<file path="config.mk">
export PLATFORM = sky130hd
export DESIGN_NAME = oft_cell
export DESIGN_NICKNAME = d
export VERILOG_FILES = /design/src/rtl/oft_pkg.sv /design/src/rtl/oft_cell.sv
export SDC_FILE = /design/constraint.sdc
export NUM_CORES = 1
export LEC_CHECK = 0
export ABC_AREA = 1
export BUFFER_PORTS_ARGS = -buffer_cell sky130_fd_sc_hd__buf_2
export CORE_AREA = 2 2 195 197
export DETAILED_ROUTE_END_ITERATION = 6
export DIE_AREA = 0 0 197 199
export GPL_ROUTABILITY_DRIVEN = 0
export MAX_ROUTING_LAYER = met4
export PLACE_DENSITY_LB_ADDON = 0.3
export SETUP_SLACK_MARGIN = 0.4
export SLEW_MARGIN = 5
export SYNTH_ARGS = -nofsm -noshare
export SYNTH_HDL_FRONTEND = slang
export SYNTH_SLANG_ARGS = --single-unit
</file>
<file path="constraint.sdc">
create_clock -name clk_i -period 1.33 [get_ports clk_i]
set_input_delay 0.0665 -clock clk_i [delete_from_list [all_inputs] [get_ports clk_i]]
set_output_delay 0.0665 -clock clk_i [all_outputs]
set_load 0.03 [all_outputs]
</file>
<file path="src/rtl/oft_pkg.sv">
package oft_pkg;

  // Default number of table entries
  localparam int TableDepthDef = 16;

  // Field widths
  localparam int NameW    = 64;
  localparam int ClusterW = 28;
  localparam int ModeW    = 2;
  localparam int KindW    = 2;
  localparam int StatusW  = 2;

  // Request kinds
  localparam logic [KindW-1:0] KIND_QUERY  = 2'd0;
  localparam logic [KindW-1:0] KIND_ADD    = 2'd1;
  localparam logic [KindW-1:0] KIND_REMOVE = 2'd2;

  // Result status codes
  localparam logic [StatusW-1:0] ST_OK        = 2'd0;
  localparam logic [StatusW-1:0] ST_NOT_FOUND = 2'd1;
  localparam logic [StatusW-1:0] ST_ALREADY   = 2'd2;
  localparam logic [StatusW-1:0] ST_FULL      = 2'd3;

  // One table entry, also used as the broadcast search key
  typedef struct packed {
    logic [NameW-1:0]    name_high;
    logic [NameW-1:0]    name_low;
    logic [ClusterW-1:0] cluster;
    logic [ModeW-1:0]    mode;
  } entry_t;

  // Search token handed from cell to cell
  typedef struct packed {
    logic             active;
    logic             found;
    logic             wrote;
    logic [ModeW-1:0] mode;
  } tok_t;

  // Clear every byte after the first zero byte of the 16-byte name
  function automatic logic [2*NameW-1:0] normalize_name(input logic [2*NameW-1:0] name);
    logic [2*NameW-1:0] res;
    logic               ended;
    res   = name;
    ended = 1'b0;
    for (int b = 0; b < 16; b++) begin
      if (ended) begin
        res[2*NameW-1-8*b -: 8] = 8'h00;
      end else if (name[2*NameW-1-8*b -: 8] == 8'h00) begin
        ended = 1'b1;
      end
    end
    return res;
  endfunction

endpackage

</file>
<file path="src/rtl/oft_cell.sv">
module oft_cell import oft_pkg::*; #(
  parameter int TABLE_DEPTH = TableDepthDef,
  parameter int IDX         = 0,
  localparam int CntW       = $clog2(TABLE_DEPTH + 1)
) (
  input  logic             clk_i,
  input  logic             rst_ni,
  input  tok_t             tok_i,
  output tok_t             tok_o,
  input  entry_t           key_i,
  input  logic [KindW-1:0] kind_i,
  input  logic [CntW-1:0]  total_i,
  input  entry_t           nxt_entry_i,
  input  logic             nxt_shift_i,
  output entry_t           entry_o,
  output logic             shift_o
);

  entry_t entry_q;
  tok_t   tok_q, tok_d;
  logic   valid, match, hit, wr;

  // Compare the broadcast key against the held entry while the token sits here
  always_comb begin
    valid   = CntW'(IDX) < total_i;
    match   = valid && (entry_q.name_high == key_i.name_high)
                    && (entry_q.name_low  == key_i.name_low)
                    && (entry_q.cluster   == key_i.cluster);
    hit     = tok_i.active && !tok_i.found && match;
    wr      = tok_i.active && !tok_i.found && (kind_i == KIND_ADD) && (total_i == CntW'(IDX));
    shift_o = tok_i.active && tok_i.found && (kind_i == KIND_REMOVE) && valid;
    tok_d.active = tok_i.active;
    tok_d.found  = tok_i.found | hit;
    tok_d.wrote  = tok_i.wrote | wr;
    tok_d.mode   = hit ? entry_q.mode : tok_i.mode;
  end

  // Advance the token to the next cell
  always_ff @(posedge clk_i or negedge rst_ni) begin
    if (!rst_ni) begin
      tok_q <= '0;
    end else begin
      tok_q <= tok_d;
    end
  end

  // Store a new entry, or pull the neighbour's entry down on a remove
  always_ff @(posedge clk_i) begin
    if (wr) begin
      entry_q <= key_i;
    end else if (nxt_shift_i) begin
      entry_q <= nxt_entry_i;
    end
  end

  assign tok_o   = tok_q;
  assign entry_o = entry_q;

endmodule

</file>
# == Word level (Yosys, flattened, before mapping) ==
# Cells that the tools add are included.
# totals
regBits,163
latch_bits,0
ramBits,0
rom_bits,0
in_bits,331
output_inout_bits,164
elab_cells,32
mem_count,0
# op_classes
addsub,0
n_mul,0
div,0
magnitude_cmp,1
eq_ne,5
shift,0
mux,3
n_bitwise,2
reduce_logical,13
# ops
operator,count
2-to-1 mux 158 bit,2
== test 64 bit,2
== test 28 bit,1
logical AND 1 bit,10
logical NOT 5 bit,1
"less-than comparator 1 x 5 -> 1 bit, first input constant",1
"== test 2 x 1 -> 1 bit, second input constant",1
"== test 2 bit, second input constant",1
2-to-1 mux 2 bit,1
bitwise OR 1 bit,2
nonzero test 2 bit,1
logical NOT 1 bit,1

# == Logic depth before layout (Yosys ltp) ==
# depth
ltp_word,6
depth_mapped,12
ltp_nobuf,12

# == Least setup slack after synthesis ==
# OpenSTA, ideal clock, no wires.
# synth_timing
path_kind,input to register
startpoint,input port total_i[1]
endpoint,"register entry_q, in the netlist entry_o[0] (enable)"
setup_time_ns,1.308
t_arrival_ns,3.314
t_required_ns,0.022
path_slack_ns,-3.291
cell_stages,7
n_path_buf,2
path_cell_list,nor2_1 nand3_1 inv_1 nand3_2 buf_6 clkbuf_1 nand2_1
# synth_between
elab_chain_cells,3
# synth_lines
element,line_no,source
from (decl),oft_cell.sv:12,"input logic [CntW-1:0] total_i,"
logical NOT 5 bit,oft_cell.sv:30,wr = tok_i.active && !tok_i.found && (kind_i == KIND_ADD) && (total_i == CntW'(IDX));
logical AND 1 bit,oft_cell.sv:30,
nonzero test 2 bit (no line),-,
to (signal assigned),oft_cell.sv:50,entry_q <= key_i;
to (signal assigned),oft_cell.sv:52,entry_q <= nxt_entry_i;
to (decl),oft_cell.sv:19,entry_t entry_q;
# Every way passes these cells.
# A chain may end at the register's enable or synchronous reset.

==> summary.json <==
{
  "die": {
    "floorplan.die.width_um": 197,
    "die_area_um2": 39200,
    "core-area_um2": 37100,
    "top_level_ports": 495,
    "initial_utilization_pct": 25.8,
    "fp.dieH_um": 199,
    "rows": 71
  },
  "yosys": {
    "netlist_area_um2": 9580,
    "synthesis.area_per_instance_um2": 7.91,
    "yosysSeqAreaShare_pct": 50.9,
    "yosys.area.top_type_share_pct": 49.5,
    "post-synth-top-count-cell": "sky130_fd_sc_hd__nand2_1",
    "number_of_synthesized_flops_with_an_enable_pin": 158,
    "async_reset_ff_share_pct": 3.07,
    "post_synth_most_frequent_cells": "sky130_fd_sc_hd__nand2_1 (442), sky130_fd_sc_hd__inv_1 (217), sky130_fd_sc_hd__o21ai_0 (173)",
    "biggest_area_contributors_in_the_synthesized_netlist": "sky130_fd_sc_hd__edfxtp_1 (50%), sky130_fd_sc_hd__nand2_1 (17%), sky130_fd_sc_hd__o21ai_0 (9.0%), sky130_fd_sc_hd__inv_1 (8.5%), sky130_fd_sc_hd__mux2_2 (4.0%)",
    "synth_ff_type": "sky130_fd_sc_hd__edfxtp_1",
    "post_synth_inst_count": 1210,
    "mappedNetlistNets": 1541,
    "yosysWarnings": 0,
    "synthDominantAreaCellType": "sky130_fd_sc_hd__edfxtp_1",
    "synth-seq-cells": 163,
    "yosys.cell_types.count": 19
  },
  "worst_setup_path": {
    "crit_path_max_incr_delay_ns": 0.42,
    "kind_of_cell_with_the_highest_combined_delay_on_the_critical_path": "simple AND/OR/NAND/NOR gates",
    "timing.critical_path.slowest_stage_cell": "sky130_fd_sc_hd__edfxtp_1",
    "crit_buf_inv": 0,
    "setup.worst_path.end_class": "flip-flop",
    "critical_path.most_common_cell": "sky130_fd_sc_hd__nand2_1",
    "path_cells": "nand2_1 -> o21ai_0 -> nor2_1 -> nand2_1 -> nor2_1 -> nand2_1 -> nor2_4 -> nand3_2 -> o21bai_1 -> nand2_1",
    "cp-start-kind": "flip-flop",
    "crit_arrival_ns": 2.07,
    "critPathRequiredTime_ns": 1.68,
    "worstPathMaxFanout": 3,
    "worstSetupPathType": "flip-flop to flip-flop"
  },
  "sta": {
    "unrepaired_setup_endpoints_after_global_routing": "yes",
    "final_critical_path_setup_slack_ns": -0.398,
    "final-max-slew-violation-count": 0,
    "final.setup_skew_ns": 0.0133,
    "finalHoldViolCount": 2,
    "final_min_period_over_clock_period_pct": 130,
    "fin_setup_tns_ns": -1.26,
    "max_freq_mhz": 579,
    "holdWs_ns": -0.00389,
    "slew_headroom_pct": 77.1,
    "fin_crit_ns": 1.73,
    "endpoints_failing_setup": 10,
    "tightest_slew_ns": 0.340
  },
  "global_routing": {
    "grt_pass1_vias": 12600,
    "grt_antenna_before_repair": 4,
    "pin_count_of_the_biggest_net_entering_global_routing": 33,
    "grt_util_overall_pct": 25.2,
    "global_route_wire_length_before_repair_um": 71100,
    "grt_remaining_overflow": 0
  },
  "clock_tree": {
    "clk_transition_reported_paths_ns": 0.07,
    "cts.path.max_buffers": 2,
    "clock-sinks": 163,
    "clock_latency_ns": 0.47,
    "cts_buffers": 17,
    "cts_tree": "built",
    "cts_root_buffer": "sky130_fd_sc_hd__clkbuf_16",
    "htree_levels": 4
  },
  "hold_path": {
    "worst_hold_path_type": "input port to flip-flop"
  },
  "power": {
    "pwr_density_cell_nw_per_um2": 811,
    "ir_worst_vdd_v": 0.000950,
    "p_leak_nw": 10.8
  },
  "outcome": {
    "violated_checks": "negative hold slack, negative setup slack",
    "status": "finished, violations left"
  },
  "place": {
    "port_buffers": 494,
    "dp_hpwl_um": 32900,
    "postPlaceCellArea_um2": 14100
  },
  "drt": {
    "drt-initial-drc-count": 599,
    "vias": 12600,
    "wirelength_um": 53300,
    "avgViaCountPerCell": 4.55,
    "wl_per_cell_um": 19.3,
    "detail-route-antenna-nets": 0,
    "detailedRoute.firstPassIterationCount": 5,
    "route.detailed.drc": 0
  },
  "cells_and_area": {
    "share_of_cells_above_drive_strength_1_pct": 44.9,
    "nets": 2601,
    "area.growth.synth_to_final_pct": 126,
    "final_std_cell_area_no_fill_um2": 21600,
    "layout.filler_cells": 2912
  },
  "job": {
    "maxCapViolations": 0
  }
}
-- what timing repair did --
item / in CTS / in global routing
gates cloned: 21 / 20
pin swaps: 21 / 46
setup endpoints to repair: 434 / 481
buffers inserted: 32 / 48
hold buffers: 270 / 7
resized for setup: 474 / 326
endpoints found under the hold margin: 167 / 7
-- cells by family (layout without fill, tap and decap cells) --
logic type | Yosys count | in the layout | share of synthesized area (%)
multiplexers | 41 | 41 | 5.10
XOR/XNOR | 29 | 29 | 2.65
buffers and inverters | 247 | 1319 | 10.2
AO/OA/AOI/OAI | 176 | 176 | 9.28
AND/OR/NAND/NOR | 554 | 555 | 22.0
other | 0 | 4 | 0
flip-flops | 163 | 163 | 50.9
-- layout make-up --
cell class / instances / area [um2] / area share [%]
clock inverters: 6 / 108 / 0.498
well taps: 474 / 593 / 2.74
flip-flops and latches: 163 / 4870 / 22.5
diodes: 4 / 10.0 / 0.0463
clock buffers: 26 / 459 / 2.13
repair buffers: 1070 / 10300 / 47.6
inverters: 217 / 817 / 3.78
multi-input cells: 801 / 4470 / 20.7
-- per-stage QoR --
| stage | util (%) | power, W | setup slack (ns) | hold slack, ns | std cells |
|---|---|---|---|---|---|
| 2_1_floorplan | - | 0.00824 | -0.389 | -0.229 | 1210 |
| 3_3_place_gp | 37.9 | 0.0102 | -0.742 | -0.101 | 2327 |
| 3_5_place_dp | 37.9 | 0.0102 | -0.748 | -0.101 | 2327 |
| 4_1_cts | 53.2 | 0.0170 | -0.345 | 0.000196 | 2682 |
| 5_1_grt | 58.2 | 0.0181 | -0.497 | -0.00723 | 2760 |
| 6_report | 58.2 | 0.0175 | -0.398 | -0.00389 | 2761 |
-- final timing paths --
| kind | startpoint | cells past startpoint | slack, ns | to |
|---|---|---|---|---|
| max in group asynchronous | rst_ni | 3 | 0.56 | tok_o[0] |
| hold reg to reg | entry_o[0] | 3 | 0.70 | tok_o[0] |
| min in group asynchronous | rst_ni | 3 | 0.54 | tok_o[2] |
| setup / recovery | entry_o[99] | 10 | -0.40 | tok_o[0] |
| hold / removal | key_i[157] | 3 | -0.004 | entry_o[157] |
| setup reg to reg | entry_o[99] | 10 | -0.40 | tok_o[0] |
-- worst reg2reg max path, stage by stage, from the launching register on --
cell                       delay [ns]
sky130_fd_sc_hd__edfxtp_1        0.42
sky130_fd_sc_hd__nand2_1         0.12
sky130_fd_sc_hd__o21ai_0         0.08
sky130_fd_sc_hd__nor2_1          0.13
sky130_fd_sc_hd__nand2_1         0.09
sky130_fd_sc_hd__nor2_1          0.14
sky130_fd_sc_hd__nand2_1         0.12
sky130_fd_sc_hd__nor2_4          0.18
sky130_fd_sc_hd__nand3_2         0.12
sky130_fd_sc_hd__o21bai_1        0.15
sky130_fd_sc_hd__nand2_1         0.07
-- state kept, by name (all words and copies together), names as in the netlist --
name and cells:
entry_o 158, tok_o 5
-- cell usage in the layout, fill, tap and decap left out, types with 5 or more instances in the layout --
cell / instances
sky130_fd_sc_hd__buf_12: 30
sky130_fd_sc_hd__buf_16: 26
sky130_fd_sc_hd__buf_2: 331
sky130_fd_sc_hd__buf_4: 98
sky130_fd_sc_hd__buf_6: 271
sky130_fd_sc_hd__buf_8: 19
sky130_fd_sc_hd__clkbuf_1: 9
sky130_fd_sc_hd__clkbuf_16: 34
sky130_fd_sc_hd__dfrtp_1: 5
sky130_fd_sc_hd__dlygate4sd3_1: 277
sky130_fd_sc_hd__edfxtp_1: 158
sky130_fd_sc_hd__inv_1: 215
sky130_fd_sc_hd__mux2_2: 32
sky130_fd_sc_hd__mux2_4: 9
sky130_fd_sc_hd__nand2_1: 372
sky130_fd_sc_hd__nand2_2: 41
sky130_fd_sc_hd__nand2_4: 29
sky130_fd_sc_hd__nand3_1: 5
sky130_fd_sc_hd__nor2_1: 75
sky130_fd_sc_hd__nor2_2: 18
sky130_fd_sc_hd__nor2_4: 8
sky130_fd_sc_hd__o21ai_0: 92
sky130_fd_sc_hd__o21ai_1: 18
sky130_fd_sc_hd__o21ai_2: 61
sky130_fd_sc_hd__xnor2_1: 13
sky130_fd_sc_hd__xor2_1: 15
-- routing by layer --
metal / global-route usage [%] / wire [um] / part of all wire, % / vias to the layer above
li1: - / - / - / 5950
met1: 26.0 / 18900 / 35 / 5868
met2: 46.3 / 28300 / 53 / 585
met3: 5.56 / 3600 / 6.8 / 151
met4: 10.3 / 2580 / 4.8 / 0
met5: - / 0 / 0 / -
-- report_power, final --
| group | total, W | switching (W) | internal, W |
|---|---|---|---|
| combinational | 0.00582 | 0.00277 | 0.00305 |
| clock | 0.00522 | 0.00226 | 0.00295 |
| sequential | 0.00647 | 0.000364 | 0.00611 |
| total | 0.0175 | 0.00540 | 0.0121 |
Note: power is estimated with default switching activity, not from simulation.
